==> config.mk <==
export PLATFORM = sky130hd
export DESIGN_NAME = pmst_ctrl
export DESIGN_NICKNAME = d
export VERILOG_FILES = /design/src/hw/rtl/pmst_pkg.sv /design/src/hw/rtl/pmst_ctrl.sv
export SDC_FILE = /design/constraint.sdc
export NUM_CORES = 1
export LEC_CHECK = 0
export BUFFER_PORTS_ARGS = -buffer_cell sky130_fd_sc_hd__buf_2
export CAP_MARGIN = 40
export CORE_AREA = 2 2 39 41
export DETAILED_ROUTE_END_ITERATION = 7
export DIE_AREA = 0 0 41 43
export PLACE_DENSITY_LB_ADDON = 0.25
export SLEW_MARGIN = 10
export SYNTH_ARGS = -nofsm -noshare
export SYNTH_HDL_FRONTEND = slang
export SYNTH_SLANG_ARGS = --single-unit
==> constraint.sdc <==
create_clock -name clk_i -period 2.5 [get_ports clk_i]
set_clock_uncertainty 0.2 [all_clocks]
set_input_delay 0.125 -clock clk_i [delete_from_list [all_inputs] [get_ports clk_i]]
set_output_delay 0.125 -clock clk_i [all_outputs]
set_load 0.01 [all_outputs]
==> src/hw/rtl/pmst_pkg.sv <==
package pmst_pkg;

  localparam int unsigned MAX_VERTICES = 64;
  localparam int unsigned VW = $clog2(MAX_VERTICES);
  localparam int unsigned CW = VW + 1;
  localparam int unsigned EW = 2 * VW;
  localparam int unsigned EDGES = MAX_VERTICES * MAX_VERTICES;
  localparam int unsigned WW = 16;
  localparam int unsigned TW = 22;
  localparam logic signed [WW-1:0] ONE_Q8_8 = 16'sd256;

  typedef enum logic [1:0] {
    KIND_ADD_VERTEX = 2'd0,
    KIND_ADD_EDGE   = 2'd1,
    KIND_RUN        = 2'd2
  } kind_e;

  typedef enum logic [2:0] {
    ST_TREE_EDGE    = 3'd0,
    ST_CONNECTED    = 3'd1,
    ST_DISCONNECTED = 3'd2,
    ST_NOT_WEIGHTED = 3'd3,
    ST_EMPTY        = 3'd4
  } status_e;

  typedef enum logic [0:0] {
    CFG_DIRECTED = 1'b0,
    CFG_WEIGHTED = 1'b1
  } cfg_idx_e;

  typedef enum logic [3:0] {
    S_CLEAR,
    S_IDLE,
    S_WR_REV,
    S_FIND,
    S_RELAX,
    S_PICK,
    S_DECIDE,
    S_FINAL
  } state_e;

  typedef struct packed {
    logic clr_step;
    logic add_vertex;
    logic add_edge;
    logic wr_rev;
    logic load_err;
    logic start_run;
    logic scan_clr;
    logic find_step;
    logic relax_step;
    logic pick_step;
    logic commit;
    logic load_final;
  } cmd_t;

  typedef struct packed {
    logic clear_last;
    logic directed;
    logic err;
    logic find_hit;
    logic scan_done;
    logic pick_found;
    logic n_full;
    logic out_free;
  } stat_t;

endpackage

==> src/hw/rtl/pmst_ctrl.sv <==
module pmst_ctrl import pmst_pkg::*; (
  input  logic       clk_i,
  input  logic       rst_ni,
  input  logic       in_valid_i,
  input  logic [1:0] kind_i,
  output logic       in_ready_o,
  input  stat_t      stat_i,
  output cmd_t       cmd_o
);

  state_e state_q, state_d;
  logic   accept;

  assign in_ready_o = (state_q == S_IDLE) && stat_i.out_free;
  assign accept     = in_valid_i && in_ready_o;

  always_ff @(posedge clk_i or negedge rst_ni) begin
    if (!rst_ni) begin
      state_q <= S_CLEAR;
    end else begin
      state_q <= state_d;
    end
  end

  always_comb begin
    state_d = state_q;
    unique case (state_q)
      S_CLEAR: if (stat_i.clear_last) state_d = S_IDLE;
      S_IDLE: begin
        if (accept) begin
          if (kind_i == KIND_ADD_EDGE && !stat_i.directed) state_d = S_WR_REV;
          if (kind_i == KIND_RUN && !stat_i.err) state_d = S_FIND;
        end
      end
      S_WR_REV: state_d = S_IDLE;
      S_FIND:   if (stat_i.find_hit) state_d = S_RELAX;
      S_RELAX:  if (stat_i.scan_done) state_d = S_PICK;
      S_PICK:   if (stat_i.scan_done) state_d = S_DECIDE;
      S_DECIDE: begin
        if (!stat_i.pick_found || stat_i.n_full) state_d = S_FINAL;
        else if (stat_i.out_free) state_d = S_RELAX;
      end
      S_FINAL:  if (stat_i.out_free) state_d = S_IDLE;
      default:  state_d = S_IDLE;
    endcase
  end

  always_comb begin
    cmd_o = '0;
    unique case (state_q)
      S_CLEAR: cmd_o.clr_step = 1'b1;
      S_IDLE: begin
        if (accept) begin
          case (kind_i)
            KIND_ADD_VERTEX: cmd_o.add_vertex = 1'b1;
            KIND_ADD_EDGE:   cmd_o.add_edge = 1'b1;
            KIND_RUN: begin
              if (stat_i.err) begin
                cmd_o.load_err = 1'b1;
              end else begin
                cmd_o.start_run = 1'b1;
                cmd_o.scan_clr  = 1'b1;
              end
            end
            default: ;
          endcase
        end
      end
      S_WR_REV: cmd_o.wr_rev = 1'b1;
      S_FIND: begin
        cmd_o.find_step = 1'b1;
        cmd_o.scan_clr  = stat_i.find_hit;
      end
      S_RELAX: begin
        cmd_o.relax_step = 1'b1;
        cmd_o.scan_clr   = stat_i.scan_done;
      end
      S_PICK: cmd_o.pick_step = 1'b1;
      S_DECIDE: begin
        if (stat_i.pick_found && !stat_i.n_full && stat_i.out_free) begin
          cmd_o.commit   = 1'b1;
          cmd_o.scan_clr = 1'b1;
        end
      end
      S_FINAL: cmd_o.load_final = stat_i.out_free;
      default: ;
    endcase
  end

endmodule

# Word level (Yosys, flattened, before mapping)
# Index checks and enable logic that the tools add are counted.
[word_totals]
reg_bits = 4
input_bits = 13
output_inout_bits = 13
wordCells = 61
[classes]
eq_ne = 17
n_mux = 29
n_reduce_logical = 14
[ops]
columns = ["op", "count"]
rows = [
  ["4-bit 2-to-1 mux", 10],
  ["4-bit case mux with 7 select lines", 1],
  ["4-bit by 3-bit == test with 1-bit output, second input constant", 4],
  ["2-bit != test, second input constant", 6],
  ["1-bit 2-to-1 mux", 11],
  ["4-bit by 2-bit == test with 1-bit output, second input constant", 2],
  ["2-bit 2-to-1 mux", 4],
  ["8-bit AND reduction", 1],
  ["1-bit logical AND", 6],
  ["3-bit 2-to-1 mux", 2],
  ["4-bit by 1-bit == test with 1-bit output, second input constant", 1],
  ["1-bit logical NOT", 4],
  ["4-bit logical NOT", 1],
  ["1-bit case mux with 4 select lines", 1],
  ["3-bit by 1-bit != test with 1-bit output, second input constant", 1],
  ["3-bit != test, second input constant", 1],
  ["2-bit by 1-bit == test with 1-bit output, second input constant", 1],
  ["2-bit == test, second input constant", 1],
  ["2-bit logical NOT", 1],
  ["1-bit logical OR", 1],
]

# Depth between registers and ports, before layout
# Gate-level depths: netlist of the first run.
[logic_depth]
word_depth = 6
mapped_depth = 6
depth_no_buf = 5

# Worst setup path after synthesis of the first run
# OpenSTA, ideal clock, no wires.
[synth_timing]
path_type = "register to register"
start = "register state_q[2]"
end = "register state_q[0]"
setup_time_ns = 0.087
arrival_time_ns = 1.557
t_required_ns = 2.213
path_slack_ns = 0.656
path_stages_with_launch = 6
path_buffers = 0
synth_period_minus_slack_ns = 1.844
cell_sequence = "dfrtp_1 or3b_4 or3_1 o211ai_2 o32ai_1 a211oi_2"
[synth_via]
elab_chain_cells = 5
elab_cells_between_ends = 19
cone_classes = "eq/ne: 14; mux: 1; reduce/logical: 4"
[synth_rtl]
columns = ["item", "line", "text"]
rows = [
  ["start, declared", "pmst_ctrl.sv:11", "state_e state_q, state_d;"],
  ["start signal, assigned", "pmst_ctrl.sv:21", "state_q <= state_d;"],
  ["4-bit by 1-bit == test with 1-bit output", "pmst_ctrl.sv:14, pmst_ctrl.sv:27", ""],
  ["1-bit logical AND", "pmst_ctrl.sv:14", "assign in_ready_o = (state_q == S_IDLE) && stat_i.out_free;"],
  ["1-bit logical AND", "pmst_ctrl.sv:15", "assign accept = in_valid_i && in_ready_o;"],
  ["2-bit != test (no line)", "n/a", ""],
  ["8-bit AND reduction (no line)", "n/a", ""],
]
# Several ways; a longest one is shown, not always the timed one.
# A chain may end at the register's enable or synchronous reset.

# Worst setup path after layout of the first run
[layout_timing]
start = "register state_q[0]"
end = "register state_q[0]"
# The elaborated chain is that of the path after synthesis.

==> flow_summary.toml, run 1 <==
[run_status]
status = "completed"

[layout]
nFillCells = 148
finish.utilization_pct = 39.96
drive_gt1_share_pct = 45.00
top_register = "state_q"
nNetsFinal = 94
n_antenna_cell = 0
largest_reg_flops = 3
top_regs = "state_q x3"
final_cell_area_um2 = 553.0
area_growth_pct = 45.87

[route]
dr.pass1.iters = 4
viasPerCell = 5.063
ant_nets = 0
drtIter0Drc = 3
remaining_drc_errors = 0
vias = 486
wire_per_inst_um = 11.16
finalWirelength_mm = 1.071

[critical_path]
cp_max_fo = 12
required_ns = 2.45
critPathCaptureType = "register"
critPathKind = "reg -> reg"
start_kind = "register"
cp.arrival_ns = 2.06
rrSetupSlack_ns = 0.39

[yosys]
synth_sequential_area_ratio_pct = 19.80
synth-edff-count = 0
synthTopCellsByArea = "dfrtp_1, nor3_1, nor2_1, or3_1, buf_2"
syn_nets = 65
synth.most_common_cell = "nor2_1"
synth.distinct_cells = 27
netlist_area_um2 = 379.1
avgSynthCellArea_um2 = 7.291
synth_top_cell_by_area = "dfrtp_1"
async_reset_ff_share_pct = 100.0
netlist_top_cells_count = "nor2_1, nor3_1, nand2_1"
ys_ff_latch = 3
synthFlopType = "dfrtp_1"
yosysWarnings = 0
syn_inst = 52
netlist.area_leader.share_pct = 19.80

[clocking]
post_cts_resized = 0
worstSkewPairLatency_ns = 0.24
cts_inserted_buffers = 3
cts_root_buf = "clkbuf_4"
cts_sinks = 3
htree_levels = 1
clk_pin_slew_ns = 0.04
cts_tree = "built"
cts_max_path_buffers = 2

[grt]
first_global_vias = 406
grt_overflow = 0
grt_pass1_wl_mm = 1.593
gr-usage-all-layers_pct = 13.17
antenna_found_initial = 0
grt_max_degree = 14

[floorplan]
die_h_um = 43
dieArea_um2 = 1763
core_area_um2 = 1384
io_pins = 26
initial_core_util_pct = 27.40
fp.dieW_um = 41
num_rows = 14

[pwr]
ir_drop_mv = 0.6666
power_density_nw_per_um2 = 1041
leakagePower_nw = 0.2724

[sta]
relSlewSlack_pct = 75.93
period_minus_slack_ns = 2.106
period_share_pct = 84.24
rsz0062_at_grt = "no"
max_slew.worst_pin.slew_ns = 0.3586
final-setup-viol-count = 0
slew_violations = 0
setup_tns_ns = 0
max_freq_ghz = 0.4748
hold_violations = 0

[placed_design]
dp_hpwl_um = 846.9
dpl_cell_area_um2 = 516.7
place_congestion = 0.7419
io_buffers = 25

[hold_path]
worstHoldPathType = "in -> async"

[run]
maxCapViolations = 0
==> cell families after synthesis <==
| logic type | share of synthesized area [%] |
|---|---|
| and+or+nand+nor | 48.52 |
| AOI/OAI and AO/OA | 25.74 |
| buffers and inverters | 5.938 |
| DFF | 19.80 |
==> layout by cell type (no fill, tap or decap), drive strengths merged, types with 2 or more instances in the layout <==
master	netlist	layout
o31ai	2	2
nand3	2	2
or3b	2	2
inv	2	2
or3	4	4
nor3	6	6
o211ai	2	2
nand2	4	4
dfrtp	3	3
clkbuf	0	4
nor2	7	7
o21ai	2	2
buf	3	26
nand2b	2	2
nor3b	2	2
==> report_power, final <==
part	total [mW]	switching, mW	internal [mW]
Clock	0.0871	0.0272	0.0599
Sequential	0.126	0.0516	0.0747
Combinational	0.362	0.194	0.168
==> final timing paths <==
path	start	end	cells after the start
max	state_q[0]	state_q[0]	5
min	rst_ni	state_q[1]	2
max reg2reg	state_q[0]	state_q[0]	5
min reg2reg	state_q[2]	state_q[0]	2
max in group asynchronous	rst_ni	state_q[0]	2
min in group clk_i	stat_i[4]	state_q[2]	3
==> layout make-up <==
class | count | area [µm²] | share of cell area [%]
well taps | 16 | 20.02 | 3.620
flip-flops and latches | 3 | 75.07 | 13.57
repair buffers | 27 | 142.6 | 25.79
clock buffers | 4 | 26.28 | 4.751
multi-input cells | 44 | 281.5 | 50.91
inverters | 2 | 7.507 | 1.357
==> metrics by stage <==
step	power (mW)	hold WS (ns)	instances	setup WS [ns]
floorplan	0.3914	-0.3706	52	0.6564
global placement	0.4872	-0.2773	91	0.4446
detailed placement	0.4871	-0.2745	91	0.4133
CTS	0.5816	0.004801	96	0.3977
global route	0.6322	0.02233	96	0.2821
finish	0.5755	0.01020	96	0.3939
==> what timing repair did <==
item                                    in CTS  in global routing
endpoints found under the hold margin        3                  0
buffers inserted                             0                  0
hold buffers                                 1                  0
endpoints found under the setup margin       0                  0
==> metal layers <==
layer / GRT usage (%) / vias to the layer above / wire (µm) / share of wire (%)
li1: - / 253 / - / -
met1: 16.13 / 218 / 456 / 43
met2: 20.63 / 15 / 533 / 50
met3: 4.712 / 0 / 80 / 7.5
met4: 4.000 / 0 / 0 / 0
met5: 0 / - / 0 / 0
==> critical path, stage by stage, from the launching register on <==
cell,delay [ns]
dfrtp_1,0.52
or3b_4,0.44
or3_1,0.39
o211ai_2,0.11
o32ai_1,0.14
a211oi_2,0.22
Note: power is estimated with default switching activity, not from simulation.
==> run 2: changes to the inputs <==
==> constraint.sdc (replaced) <==
create_clock -name clk_i -period 1.75 [get_ports clk_i]
set_clock_uncertainty 0.2 [all_clocks]
set_input_delay 0.0875 -clock clk_i [delete_from_list [all_inputs] [get_ports clk_i]]
set_output_delay 0.0875 -clock clk_i [all_outputs]
set_load 0.01 [all_outputs]
==> run 2 against run 1 <==
Net effect: the flow now finishes with violations (setup timing); register-to-register slack got worse by 0.53 ns; power rose by 100%; die area did not move; clock power rose by 35%; fmax rose by 12%; sequential share of layout area fell by 3.6 points; global-route usage rose by 3.5 points; via count rose by 16%; critical endpoint unchanged; highest routed layer is now met4.
==> flow_summary.toml, run 2 (synthesis gave the netlist of run 1 again) <==
[sta]
setup_tns_ns = -0.3097
slew_violations = 0
period_minus_slack_ns = 1.886
rsz0062_at_grt = "yes"
relSlewSlack_pct = 80.44
max_slew.worst_pin.slew_ns = 0.2932
period_share_pct = 107.7
final-setup-viol-count = 4
setup_ws_ns = -0.1355
max_freq_ghz = 0.5304
hold_violations = 0

[floorplan]
dieArea_um2 = 1763
fp.dieW_um = 41
die_h_um = 43
initial_core_util_pct = 27.40
num_rows = 14
core_area_um2 = 1384
io_pins = 26

[grt]
grt_max_degree = 11
grt_pass1_wl_mm = 2.063
first_global_vias = 515
gr-usage-all-layers_pct = 16.68
antenna_found_initial = 0
grt_overflow = 0

[placed_design]
post-place-cells = 98
io_buffers = 25
place_congestion = 0.8682
dp_hpwl_um = 904.5

[layout]
top_register = "state_q"
drive_gt1_share_pct = 64.52
final_common_cell = "buf_2"
n_antenna_cell = 0
layout_common_cells = "buf_2, buf_4, nor2_1, nand2_1"
nNetsFinal = 107
stdcell_count = 109
nFillCells = 133
area_growth_pct = 98.02
top_regs = "state_q x3"
largest_reg_flops = 3
finish.utilization_pct = 54.25

[critical_path]
critPathCaptureType = "register"
reg2reg_depth = 5
required_ns = 1.69
r2r_end = "state_q[0]"
critPathKind = "reg -> reg"
start_kind = "register"
cp_max_fo = 5
r2r-start = "state_q[2]"
cp.arrival_ns = 1.82
crit_start = "state_q[2]"
rrSetupSlack_ns = -0.14

[run_status]
status = "finished with violations"
violations = "setup timing"

[route]
finalWirelength_mm = 1.303
viasPerCell = 5.174
wire_per_inst_um = 11.95
drtIter0Drc = 4
ant_nets = 0
vias = 564
remaining_drc_errors = 0
dr.pass1.iters = 4

[hold_path]
hold_path_depth = 5
worst_hold_path.endpoint = "state_q[1]"
worstHoldPathType = "in -> reg"
min_from = "stat_i[1]"

[pwr]
power_density_nw_per_um2 = 1569
leakagePower_nw = 0.3586
ir_drop_mv = 0.5417

[clocking]
cts_sinks = 3
clk_pin_slew_ns = 0.04
worstSkewPairLatency_ns = 0.23
cts_tree = "built"
cts_inserted_buffers = 3
cts_max_path_buffers = 2
cts_root_buf = "clkbuf_4"
htree_levels = 1

[run]
maxCapViolations = 0
run 2: area by class of cell:
class	instances	area, µm²	share of cell area (%)
Tap cell	16	20.02	2.667
Timing Repair Buffer	40	252.7	33.67
Clock buffer	4	26.28	3.500
Multi-Input combinational cell	44	369.1	49.17
Sequential cell	3	75.07	10.00
Inverter	2	7.507	1.000
run 2: worst max path at each step:
stage,slack (ns),depth (start not counted),to
6_report,-0.14,5,state_q[0]
5_1_grt,-0.18,5,state_q[0]
4_1_cts,-0.12,5,state_q[0]
3_5_place_dp,-0.12,5,state_q[0]
3_3_place_gp,-0.09,5,state_q[0]
2_1_floorplan,-0.07,5,state_q[0]
run 2: power breakdown:
part / internal, mW / leakage (nW) / switching, mW / total (mW)
sequential: 0.107 / 0.0346 / 0.0252 / 0.133
combinational: 0.468 / 0.309 / 0.460 / 0.928
clock: 0.0852 / 0.0150 / 0.0325 / 0.118
total: 0.660 / 0.359 / 0.518 / 1.18
run 2: timing repair:
| action | 4_1_cts | 5_1_grt |
|---|---|---|
| pin swaps | 6 | 4 |
| resized for setup | 9 | 8 |
| hold buffers | 3 | 0 |
| setup buffers | 4 | 0 |
| endpoints found under the hold margin | 4 | 0 |
| setup endpoints to repair | 7 | 9 |
run 2: through the flow:
stage / power [mW] / setup WS [ns] / hold WS, ns / cell area, µm²
2_1_floorplan: 0.5776 / -0.06754 / -0.4081 / 386.6
3_3_place_gp: 0.8386 / -0.09019 / -0.3162 / 576.8
3_5_place_dp: 0.8480 / -0.1250 / -0.3157 / 576.8
4_1_cts: 1.110 / -0.1235 / 0.05731 / 711.9
5_1_grt: 1.278 / -0.1754 / 0.1534 / 750.7
6_report: 1.178 / -0.1355 / 0.08618 / 750.7
run 2: per-layer routing:
metal	track usage, %	routed length (µm)	share of wire, %	vias to the layer above
li1	-	-	-	277
met1	21.61	547	42	260
met2	26.56	640	49	25
met3	4.188	100	7.7	2
met4	4.000	14	1.1	0
met5	0	0	0	-
run 2: critical path: stages, from the launching register on:
cell and delay [ns]:
dfrtp_1 0.37, or3b_4 0.40, or3_4 0.39, o211ai_4 0.13, o32ai_2 0.13, a211oi_2 0.18
